===== src/rpn_pkg.sv =====
`timescale 1ns / 1ps

package rpn_pkg;

	// Stack geometry.
	localparam int STACK_DEPTH = 8;
	localparam int ADDR_W      = $clog2(STACK_DEPTH);
	localparam int CNT_W       = $clog2(STACK_DEPTH + 1);

	// Word widths.
	localparam int DATA_W   = 32;
	localparam int MODE_W   = 4;
	localparam int STATUS_W = 3;

	// Token codes carried on the input tuser.
	localparam logic [MODE_W-1:0] MODE_PUSH = 4'd0;
	localparam logic [MODE_W-1:0] MODE_ADD  = 4'd1;
	localparam logic [MODE_W-1:0] MODE_SUB  = 4'd2;
	localparam logic [MODE_W-1:0] MODE_MUL  = 4'd3;
	localparam logic [MODE_W-1:0] MODE_DIV  = 4'd4;
	localparam logic [MODE_W-1:0] MODE_MOD  = 4'd5;
	localparam logic [MODE_W-1:0] MODE_INC  = 4'd6;
	localparam logic [MODE_W-1:0] MODE_DEC  = 4'd7;
	localparam logic [MODE_W-1:0] MODE_END  = 4'd8;
	localparam logic [MODE_W-1:0] MODE_CONT = 4'd9;

	// Result status codes.
	localparam logic [STATUS_W-1:0] ST_OK        = 3'd0;
	localparam logic [STATUS_W-1:0] ST_OVERFLOW  = 3'd1;
	localparam logic [STATUS_W-1:0] ST_UNDERFLOW = 3'd2;
	localparam logic [STATUS_W-1:0] ST_BADFINAL  = 3'd3;
	localparam logic [STATUS_W-1:0] ST_DIVZERO   = 3'd4;

	// Divider response toward the sequencer.
	typedef struct packed {
		logic              done;
		logic [DATA_W-1:0] quotient;
		logic [DATA_W-1:0] remainder;
	} div_rsp_t;

endpackage


===== src/rpn_stack_evaluator_top.sv =====
`timescale 1ns / 1ps

// Postfix integer expression evaluator on an eight-entry stack of 32-bit words.
// Input channel (s_*): one word per token; s_tuser carries the token code and
// s_tdata the value for a push. Output channel (m_*): one word per finished
// expression or per error; m_tdata is the value (zero on error), m_tuser holds
// the status code and the continue flag.
// Each token is accepted while the stack memory reads the two top entries,
// then executed. Multiply adds a write-back step (S_WB), and divide or modulo
// runs the shared bit-serial divider (S_DIV) and writes the result back when
// the divider finishes. One token is in flight at a time.
// A result waits in the output register; further tokens that produce no result
// are still taken. When a token needs to emit while that register is full,
// execution holds until the receiver takes the waiting word.
// Reset empties the stack at once (only the depth counter is cleared) and
// leaves no result pending; no clearing pass is needed.
module rpn_stack_evaluator_top
	import rpn_pkg::*;
(
	input  logic        clk,
	input  logic        arst_n,
	input  logic        s_tvalid,
	output logic        s_tready,
	input  logic [31:0] s_tdata,   // [31:0] operand
	input  logic [3:0]  s_tuser,   // [3:0] mode
	output logic        m_tvalid,
	input  logic        m_tready,
	output logic [31:0] m_tdata,   // [31:0] value
	output logic [3:0]  m_tuser    // [2:0] status, [3] ended_by_continue
);

	typedef enum logic [1:0] {
		S_IDLE,
		S_EXEC,
		S_WB,
		S_DIV
	} state_t;

	state_t              state_q;
	logic [CNT_W-1:0]    depth_q;
	logic [MODE_W-1:0]   mode_s1;
	logic [DATA_W-1:0]   operand_s1;
	logic [DATA_W-1:0]   res_q;
	logic                out_valid_q;
	logic [DATA_W-1:0]   out_value_q;
	logic [STATUS_W-1:0] out_status_q;
	logic                out_cont_q;

	logic [CNT_W-1:0]    depth_m1;
	logic [CNT_W-1:0]    depth_m2;
	logic [ADDR_W-1:0]   top_addr;
	logic [ADDR_W-1:0]   second_addr;
	logic [ADDR_W-1:0]   push_addr;
	logic [DATA_W-1:0]   val_a;
	logic [DATA_W-1:0]   val_b;
	logic [DATA_W-1:0]   product;
	logic                out_free;

	logic                ram_we;
	logic [ADDR_W-1:0]   ram_waddr;
	logic [DATA_W-1:0]   ram_wdata;
	logic                div_start;
	div_rsp_t            div_rsp;

	logic                emit;
	logic [DATA_W-1:0]   emit_value;
	logic [STATUS_W-1:0] emit_status;
	logic                emit_cont;
	logic [CNT_W-1:0]    depth_nxt;
	state_t              state_nxt;
	logic                mul_load;

	// Stack addresses follow the current depth.
	assign depth_m1    = depth_q - CNT_W'(1);
	assign depth_m2    = depth_q - CNT_W'(2);
	assign top_addr    = depth_m1[ADDR_W-1:0];
	assign second_addr = depth_m2[ADDR_W-1:0];
	assign push_addr   = depth_q[ADDR_W-1:0];

	assign s_tready = (state_q == S_IDLE);
	assign out_free = !out_valid_q || m_tready;
	assign product  = val_a * val_b;

	// Stack memory: reads the two top entries while waiting for a token.
	rpn_stack_ram u_ram (
		.clk     (clk),
		.we      (ram_we),
		.waddr   (ram_waddr),
		.wdata   (ram_wdata),
		.re      (state_q == S_IDLE),
		.raddr_a (second_addr),
		.raddr_b (top_addr),
		.rdata_a (val_a),
		.rdata_b (val_b)
	);

	// Shared iterative divider for divide and modulo.
	rpn_divider u_div (
		.clk      (clk),
		.arst_n   (arst_n),
		.start    (div_start),
		.dividend (val_a),
		.divisor  (val_b),
		.rsp      (div_rsp)
	);

	// Token execution: memory writes, depth update and result generation.
	always_comb begin
		ram_we      = 1'b0;
		ram_waddr   = second_addr;
		ram_wdata   = res_q;
		div_start   = 1'b0;
		mul_load    = 1'b0;
		emit        = 1'b0;
		emit_value  = '0;
		emit_status = ST_OK;
		emit_cont   = 1'b0;
		depth_nxt   = depth_q;
		state_nxt   = state_q;
		case (state_q)
			S_IDLE: begin
				if (s_tvalid) begin
					state_nxt = S_EXEC;
				end
			end
			S_EXEC: begin
				state_nxt = S_IDLE;
				case (mode_s1)
					MODE_PUSH: begin
						if (depth_q == CNT_W'(STACK_DEPTH)) begin
							emit        = 1'b1;
							emit_status = ST_OVERFLOW;
							depth_nxt   = '0;
						end else begin
							ram_we    = 1'b1;
							ram_waddr = push_addr;
							ram_wdata = operand_s1;
							depth_nxt = depth_q + CNT_W'(1);
						end
					end
					MODE_ADD, MODE_SUB, MODE_MUL, MODE_DIV, MODE_MOD: begin
						if (depth_q < CNT_W'(2)) begin
							emit        = 1'b1;
							emit_status = ST_UNDERFLOW;
							depth_nxt   = '0;
						end else if ((mode_s1 == MODE_DIV || mode_s1 == MODE_MOD)
								&& val_b == '0) begin
							emit        = 1'b1;
							emit_status = ST_DIVZERO;
							depth_nxt   = '0;
						end else if (mode_s1 == MODE_MUL) begin
							mul_load  = 1'b1;
							state_nxt = S_WB;
						end else if (mode_s1 == MODE_DIV || mode_s1 == MODE_MOD) begin
							div_start = 1'b1;
							state_nxt = S_DIV;
						end else begin
							ram_we    = 1'b1;
							ram_wdata = (mode_s1 == MODE_ADD) ? (val_a + val_b)
							                                  : (val_a - val_b);
							depth_nxt = depth_m1;
						end
					end
					MODE_INC, MODE_DEC: begin
						if (depth_q == '0) begin
							emit        = 1'b1;
							emit_status = ST_UNDERFLOW;
						end else begin
							ram_we    = 1'b1;
							ram_waddr = top_addr;
							ram_wdata = (mode_s1 == MODE_INC) ? (val_b + DATA_W'(1))
							                                  : (val_b - DATA_W'(1));
						end
					end
					MODE_END, MODE_CONT: begin
						emit      = 1'b1;
						depth_nxt = '0;
						if (depth_q == '0) begin
							emit_status = ST_BADFINAL;
						end else begin
							emit_value = val_b;
							emit_cont  = (mode_s1 == MODE_CONT);
						end
					end
					default: begin
					end
				endcase
				// Hold the whole token while the output word is still unread.
				if (emit && !out_free) begin
					emit      = 1'b0;
					ram_we    = 1'b0;
					depth_nxt = depth_q;
					state_nxt = S_EXEC;
				end
			end
			S_WB: begin
				ram_we    = 1'b1;
				depth_nxt = depth_m1;
				state_nxt = S_IDLE;
			end
			S_DIV: begin
				if (div_rsp.done) begin
					ram_we    = 1'b1;
					ram_wdata = (mode_s1 == MODE_MOD) ? div_rsp.remainder
					                                  : div_rsp.quotient;
					depth_nxt = depth_m1;
					state_nxt = S_IDLE;
				end
			end
			default: begin
				state_nxt = S_IDLE;
			end
		endcase
	end

	// Sequencer state, depth counter and output valid.
	always_ff @(posedge clk or negedge arst_n) begin
		if (!arst_n) begin
			state_q     <= S_IDLE;
			depth_q     <= '0;
			out_valid_q <= 1'b0;
		end else begin
			state_q <= state_nxt;
			depth_q <= depth_nxt;
			if (emit) begin
				out_valid_q <= 1'b1;
			end else if (m_tready) begin
				out_valid_q <= 1'b0;
			end
		end
	end

	// Token capture, product register and output word.
	always_ff @(posedge clk) begin
		if (s_tvalid && s_tready) begin
			mode_s1    <= s_tuser;
			operand_s1 <= s_tdata;
		end
		if (mul_load) begin
			res_q <= product;
		end
		if (emit) begin
			out_value_q  <= emit_value;
			out_status_q <= emit_status;
			out_cont_q   <= emit_cont;
		end
	end

	assign m_tvalid = out_valid_q;
	assign m_tdata  = out_value_q;
	assign m_tuser  = {out_cont_q, out_status_q};

	// The depth counter never passes the stack size.
	assert property (@(posedge clk) disable iff (!arst_n)
		depth_q <= CNT_W'(STACK_DEPTH))
		else $error("stack depth out of range");

	// An error result always carries a zero value and no continue flag.
	assert property (@(posedge clk) disable iff (!arst_n)
		(m_tvalid && m_tuser[2:0] != ST_OK) |-> (m_tdata == '0 && !m_tuser[3]))
		else $error("error result with nonzero payload");

	// The memory is never written while a token is being accepted.
	assert property (@(posedge clk) disable iff (!arst_n)
		(state_q == S_IDLE) |-> !ram_we)
		else $error("stack write outside execution");

	// The divider only finishes while the sequencer waits for it.
	assert property (@(posedge clk) disable iff (!arst_n)
		div_rsp.done |-> (state_q == S_DIV))
		else $error("divider finished outside divide wait");

	// A multiply product is always written back in the next cycle.
	assert property (@(posedge clk) disable iff (!arst_n)
		mul_load |=> (state_q == S_WB && ram_we))
		else $error("multiply result not written back");

endmodule


===== src/rpn_stack_ram.sv =====
`timescale 1ns / 1ps

module rpn_stack_ram
	import rpn_pkg::*;
(
	input  logic              clk,
	input  logic              we,
	input  logic [ADDR_W-1:0] waddr,
	input  logic [DATA_W-1:0] wdata,
	input  logic              re,
	input  logic [ADDR_W-1:0] raddr_a,
	input  logic [ADDR_W-1:0] raddr_b,
	output logic [DATA_W-1:0] rdata_a,
	output logic [DATA_W-1:0] rdata_b
);

	logic [DATA_W-1:0] mem [STACK_DEPTH];

	// One write port.
	always_ff @(posedge clk) begin
		if (we) begin
			mem[waddr] <= wdata;
		end
	end

	// Two registered read ports; the data holds while re is low.
	always_ff @(posedge clk) begin
		if (re) begin
			rdata_a <= mem[raddr_a];
			rdata_b <= mem[raddr_b];
		end
	end

endmodule


===== src/rpn_divider.sv =====
`timescale 1ns / 1ps

module rpn_divider
	import rpn_pkg::*;
(
	input  logic              clk,
	input  logic              arst_n,
	input  logic              start,
	input  logic [DATA_W-1:0] dividend,
	input  logic [DATA_W-1:0] divisor,
	output div_rsp_t          rsp
);

	localparam int STEP_W = $clog2(DATA_W);

	logic              busy_q;
	logic              done_q;
	logic [STEP_W-1:0] step_q;
	logic [DATA_W-1:0] rem_q;
	logic [DATA_W-1:0] quo_q;
	logic [DATA_W-1:0] den_q;
	logic              neg_q_q;
	logic              neg_r_q;

	logic [DATA_W:0]   shifted;
	logic [DATA_W:0]   trial;
	logic [DATA_W-1:0] mag_a;
	logic [DATA_W-1:0] mag_b;

	// Operand magnitudes; the most negative value maps onto itself as unsigned.
	assign mag_a = dividend[DATA_W-1] ? (~dividend + DATA_W'(1)) : dividend;
	assign mag_b = divisor[DATA_W-1]  ? (~divisor + DATA_W'(1))  : divisor;

	// One restoring step: shift in the next dividend bit and try to subtract.
	assign shifted = {rem_q, quo_q[DATA_W-1]};
	assign trial   = shifted - {1'b0, den_q};

	// Control.
	always_ff @(posedge clk or negedge arst_n) begin
		if (!arst_n) begin
			busy_q <= 1'b0;
			done_q <= 1'b0;
			step_q <= '0;
		end else begin
			done_q <= 1'b0;
			if (start) begin
				busy_q <= 1'b1;
				step_q <= '0;
			end else if (busy_q) begin
				step_q <= step_q + STEP_W'(1);
				if (step_q == STEP_W'(DATA_W - 1)) begin
					busy_q <= 1'b0;
					done_q <= 1'b1;
				end
			end
		end
	end

	// Datapath.
	always_ff @(posedge clk) begin
		if (start) begin
			rem_q   <= '0;
			quo_q   <= mag_a;
			den_q   <= mag_b;
			neg_q_q <= dividend[DATA_W-1] ^ divisor[DATA_W-1];
			neg_r_q <= dividend[DATA_W-1];
		end else if (busy_q) begin
			if (!trial[DATA_W]) begin
				rem_q <= trial[DATA_W-1:0];
			end else begin
				rem_q <= shifted[DATA_W-1:0];
			end
			quo_q <= {quo_q[DATA_W-2:0], ~trial[DATA_W]};
		end
	end

	// Sign correction: quotient truncates toward zero, remainder takes the dividend's sign.
	assign rsp.done      = done_q;
	assign rsp.quotient  = neg_q_q ? (~quo_q + DATA_W'(1)) : quo_q;
	assign rsp.remainder = neg_r_q ? (~rem_q + DATA_W'(1)) : rem_q;

endmodule


===== config.mk =====
export PLATFORM = sky130hd
export DESIGN_NAME = rpn_stack_evaluator_top
export DESIGN_NICKNAME = d
export VERILOG_FILES = /design/src/rpn_pkg.sv /design/src/rpn_stack_evaluator_top.sv /design/src/rpn_stack_ram.sv /design/src/rpn_divider.sv
export SDC_FILE = /design/constraint.sdc
export NUM_CORES = 2
export LEC_CHECK = 0
export BUFFER_PORTS_ARGS = -buffer_cell sky130_fd_sc_hd__buf_2
export CORE_AREA = 8 8 486 298
export CTS_CLUSTER_DIAMETER = 150
export DETAILED_ROUTE_END_ITERATION = 12
export DIE_AREA = 0 0 494 306
export SYNTH_ARGS = -nofsm -noshare
export SYNTH_HDL_FRONTEND = slang
export SYNTH_HIERARCHICAL = 1
export SYNTH_SLANG_ARGS = --single-unit
export TNS_END_PERCENT = 30

===== constraint.sdc =====
create_clock -name clk -period 15.75 [get_ports clk]
set_input_delay 3.15 -clock clk [delete_from_list [all_inputs] [get_ports clk]]
set_output_delay 3.15 -clock clk [all_outputs]
set_load 0.02 [all_outputs]

After elaboration in Yosys (flattened, before gate mapping)
Memories as Yosys holds them, arrays and structs flattened. A register that Yosys moved wholly into a read port is not among the register bits.
Index checks and enable logic that the tools add are counted.
{"block": "totals", "register_bits": 216, "mem_bits_rw": 256, "in_bits": 40, "output_inout_bits": 38, "wordCells": 170, "memories": 1}
{"memory": "u_ram.mem", "words": 8, "width": 32, "rd": 2, "rd_clocked_by_memory_dff": 2, "wr": 1, "line_no": "rpn_stack_ram.sv:17", "source": "logic [DATA_W-1:0] mem [STACK_DEPTH];"}
{"block": "classes", "n_addsub": 13, "multipliers": 1, "n_lt_le_gt_ge": 1, "eq_ne": 20, "n_mux": 88, "bitwise_logic": 8, "n_reduce_logical": 20}
{"op": "$mux 32", "count": 16}
{"op": "$add 32x1->32 const B", "count": 5}
{"op": "$not 32->32", "count": 4}
{"op": "$pmux 32 s3", "count": 1}
{"op": "$pmux 32 s2", "count": 1}
{"op": "$mux 1", "count": 37}
{"op": "$sub 33x32->33", "count": 1}
{"op": "$add 32x32->32", "count": 1}
{"op": "$logic_not 32->1", "count": 1}
{"op": "$mul 32x32->32", "count": 1}
{"op": "$sub 32x1->32 const B", "count": 1}
{"op": "$sub 32x32->32", "count": 1}
{"op": "$mux 31", "count": 1}
{"op": "$mux 4", "count": 7}
{"op": "$pmux 4 s3", "count": 2}
{"op": "$mux 2", "count": 10}
{"op": "$eq 4x3->1 const B", "count": 4}
{"op": "$mux 3", "count": 5}
{"op": "$eq 4x4->1 const B", "count": 3}
{"op": "$pmux 3 s4", "count": 1}
{"op": "$mux 5", "count": 2}
{"op": "$ne 5x5->1 const B", "count": 2}
{"op": "$eq 4x2->1 const B", "count": 2}
{"op": "$logic_not 4->1", "count": 2}
{"op": "29 further kinds", "count": 40}

Logic depth before layout (Yosys ltp)
{"block": "depth", "depth_word": 12, "mapped_depth": 27}

Cells and area by module
The synthesis kept the hierarchy.
{"mod": "rpn_stack_evaluator_top", "instances": 1, "cells_per_inst": 2861, "area_per_inst_um2": 25542.0, "seq_area_each_um2": 3298.2}
{"mod": "rpn_stack_ram", "instances": 1, "cells_per_inst": 561, "area_per_inst_um2": 13820.8, "seq_area_each_um2": 9609.2}
{"mod": "rpn_divider", "instances": 1, "cells_per_inst": 971, "area_per_inst_um2": 8379.3, "seq_area_each_um2": 2797.7}

Worst setup path before layout
Ideal clock, no wire load.
{"block": "synth_path", "path_type": "register to register", "startpoint": "register u_ram.rdata_b[7] (read register of u_ram.mem)", "endpoint": "register res_q[31], data pin", "setup_ns": 0.264, "t_arrival_ns": 6.775, "required_time_ns": 15.486, "slack_ns": 8.711, "path_stages_with_launch": 24, "path_buffers": 2, "path_cell_list": "edfxtp_1 > clkbuf_1 > clkbuf_1 > and2_1 > fa_1 > fa_1 > fa_1 > inv_1 > fa_1 > inv_1 > fa_1 > fa_1 > fa_1 > fa_1 > ha_1 > a21o_1 > a21oi_1 > nand2b_1 > a2111oi_0 > nor2_1 > a211oi_2 > nor2_1 > a221oi_1 > xnor2_1"}
{"block": "synth_between", "elab_chain_len": 1}
{"element": "start, declared", "line_no": "rpn_stack_ram.sv:14", "source": "output logic [DATA_W-1:0] rdata_b"}
{"element": "$mul 32x32->32", "line_no": "rpn_stack_evaluator_top.sv:82", "source": "assign product = val_a * val_b;"}
{"element": "net product[31]", "line_no": "rpn_stack_evaluator_top.sv:56", "source": "logic [DATA_W-1:0] product;"}
{"element": "end signal, assigned", "line_no": "rpn_stack_evaluator_top.sv:240", "source": "res_q <= product;"}
{"element": "end, declared", "line_no": "rpn_stack_evaluator_top.sv:43", "source": "logic [DATA_W-1:0] res_q;"}
The timed path passes the listed nets, and every way through them passes these cells.
A chain may end at the register's enable or synchronous reset.

Final worst setup path
{"block": "layout_path", "startpoint": "register u_ram.rdata_a[15] (read register of u_ram.mem)", "endpoint": "register res_q[31], data pin"}
{"block": "layout_between", "elab_chain_len": 1}
{"element": "start, declared", "line_no": "rpn_stack_ram.sv:13", "source": "output logic [DATA_W-1:0] rdata_a,"}
{"element": "$mul 32x32->32", "line_no": "rpn_stack_evaluator_top.sv:82"}
{"element": "net product[31]", "line_no": "rpn_stack_evaluator_top.sv:56"}
The timed path passes the listed nets, and every way through them passes these cells.

==> run summary <==
Ys Warns: 6
Post-synth EDFFs: 490
Site Rows: 106
share of layout cells above drive strength 1: 0.103
GPL Wtd Cong: 0.983
CP Data Required Time: 16.13 ns
1st-iter DRT viols: 4615
max-cap check violation count: 0
critical path arrival: 8.48 ns
# setup viols final: 0
clock-pin slew on the worst setup and hold paths: 0.07 ns
GRT overflow: 0
Cells after Synth: 4393
sequential area share after synthesis: 0.329
cts bufs inserted: 53
die height: 306 um
Yosys top cell by area: edfxtp_1
max incr delay on CP: 1.13 ns
Slew headroom: 0.137
clk root buf: clkbuf_16
antenna-violating nets left: 0
Ports: 78
RSZ-0062 raised after global routing: no
Total GRT Usage: 0.214
Setup crit start kind: register
Post-DP HPWL: 120000 um
commonest cells after routing, fill and taps aside: edfxtp_1 (490), inv_1 (470), nand2_1 (428)
CTS HTree Levels: 2
Sink Count: 536
DR pass1 iterations: 8
Clock Latency Late Sink: 0.66 ns
Area growth syn-to-layout: 8.90%
ys flop type: edfxtp_1
setup_tns: 0 ns
met2 usage: 0.288
initial antenna violation count: 10
core area: 138000 um2
TritonCTS clock tree: done
flops & latches, synth: 536
number of global-route vias before repair: 34288
wire length after detailed routing: 167000 um
Buffers on Ports: 77
Post-Route Skew: 0.0373 ns
Cell Chain, Critical Path: and2_1 > fa_1 > fa_1 > fa_1 > inv_1 > fa_1 > inv_1 > fa_1 > fa_1 > fa_1 > fa_1 > ha_1 > a21o_1 > a21oi_1 > nand2b_1 > a2111oi_0 > nor2_1 > a211oi_2 > nor2_1 > a221oi_1 > xnor2_1
status: completed
Crit Path Max Fanout: 22
Crit Path Class: register to register
CTS hold repair buffers: 0
final cycle utilization of the critical path: 0.515
Post-CTS Resized: 0
die area: 151000 um2
top cells by area, synth: edfxtp_1 (31%), fa_1 (17%), ha_1 (6.0%)
Async SR Flop Fraction: 0.0261
actual slew at the worst max-slew pin: 1.28 ns
Post-CTS Setup Bufs: 0
routing usage on met1: 0.333
final net count: 5055
Fin. Hold Viols: 0
largest buffer count on any clock path: 3
most common cell after layout, fill and taps aside: edfxtp_1
first-pass GRT wire length: 241000 um
Yosys top cell area share: 0.308
global route hottest layer: met1
post-synth cell types: 106
Worst path most repeated cell: fa_1
Fill cells: 13403
Period minus WS final: 8.10 ns
Max Clk Rate: 123 MHz
Post-Syn Nets: 5072
Die Span X: 494 um
Mapped Avg Cell Area: 10.9 um2
largest net degree at the start of global routing: 88
met3 usage: 0.0688
DRC: 0
Slew Viols, Final: 0
Mapped Area: 47700 um2
Worst setup EP type: register
DR WL/cell: 26.6 um
Hold/Removal Path Class: register to register
via count: 35725
drt via density: 5.71
slowest stage cell, crit path: edfxtp_1
initial core utilization: 0.347
-- cells by family (layout without fill, tap and decap cells) --
family / Yosys count / after routing / share of synthesized area
xor+xnor: 311 / 311 / 0.0571
flops: 536 / 536 / 0.329
other cells: 0 / 3 / 0
simple gates: 1231 / 1231 / 0.131
fa+ha+maj: 639 / 639 / 0.232
mux: 216 / 216 / 0.0868
buf+inv: 718 / 745 / 0.0603
compound gates: 742 / 742 / 0.104
-- routing by layer --
metal / vias up / wire [um]
met5: - / 26
met1: 18175 / 77300
met4: 4 / 3740
li1: 15309 / -
met3: 223 / 21200
met2: 2014 / 64200
-- area by class of cell --
| class | instances | area, um2 | area share |
|---|---|---|---|
| Sequential cell | 536 | 15700 | 0.302 |
| Timing Repair Buffer | 174 | 1110 | 0.0214 |
| Antenna cell | 3 | 7.51 | 0.000144 |
| Clock inverter | 38 | 400 | 0.00770 |
| Tap cell | 1836 | 2300 | 0.0442 |
| Clock buffer | 61 | 1400 | 0.0269 |
| Multi-Input combinational cell | 3139 | 29300 | 0.563 |
| Inverter | 472 | 1770 | 0.0341 |
-- worst max-delay path: cells and delay by family (launching register included) --
family,cells,cell delay (ns)
fa+ha+maj,9,4.26
compound gates,5,1.51
flops,1,1.13
simple gates,4,0.69
buf+inv,2,0.10
xor+xnor,1,0.10
-- cell usage after synthesis, drive strengths merged, types with 20 or more instances --
master  number
nor2       188
mux2i       23
or3         27
or4         20
xor2        91
mux2        65
nand2      429
o21ai      150
a21oi      211
nand3       37
buf         67
edfxtp     490
fa         411
a31oi       27
inv        472
o21a        22
a221oi      26
a211oi      49
mux4       128
nor3        55
and2       334
dfxtp       32
o31ai       41
a21o        41
xnor2      220
nand2b      33
clkbuf     179
o41ai       24
ha         228
-- sequential cells by signal, summed over array words and instances, names as in the netlist --
name,count
u_ram/mem,256
m_tdata,32
operand_s1,32
res_q,32
u_div/den_q,32
u_div/quo_q,32
u_div/rem_q,32
u_ram/rdata_a,32
u_ram/rdata_b,32
u_div/step_q,5
depth_q,4
mode_s1,4
out_status_q,3
state_q,2
m_tvalid,1
out_cont_q,1
u_div/busy_q,1
u_div/done_q,1
u_div/neg_q_q,1
u_div/neg_r_q,1
-- through the flow --
stage | worst slack (ns) | hold WS (ns) | instances | util | cell area (um2)
4_1_cts | 7.80 | 0.496 | 6256 | 0.378 | 52000
6_report | 7.65 | 0.487 | 6259 | 0.378 | 52000
3_5_place_dp | 7.85 | 0.483 | 6157 | 0.365 | 50200
2_1_floorplan | 8.71 | 0.493 | 4393 | - | 47700
3_3_place_gp | 7.97 | 0.478 | 6157 | 0.365 | 50200
5_1_grt | 7.21 | 0.552 | 6256 | 0.378 | 52000
-- final timing paths --
kind | from | endpoint | slack [ns] | cells past startpoint
worst min-delay path | m_tvalid | m_tvalid | 0.49 | 2
min in group asynchronous | arst_n | u_div/step_q[4] | 2.45 | 1
worst max-delay path | u_ram/rdata_a[15] | res_q[31] | 7.65 | 21
worst max register to register | u_ram/rdata_a[15] | res_q[31] | 7.65 | 21
max in group asynchronous | arst_n | depth_q[0] | 12.94 | 1
worst min register to register | m_tvalid | m_tvalid | 0.49 | 2
Power is left out: the tool's default activity adds up to more than one toggle a clock period on the data nets, which glitch-free logic cannot reach.
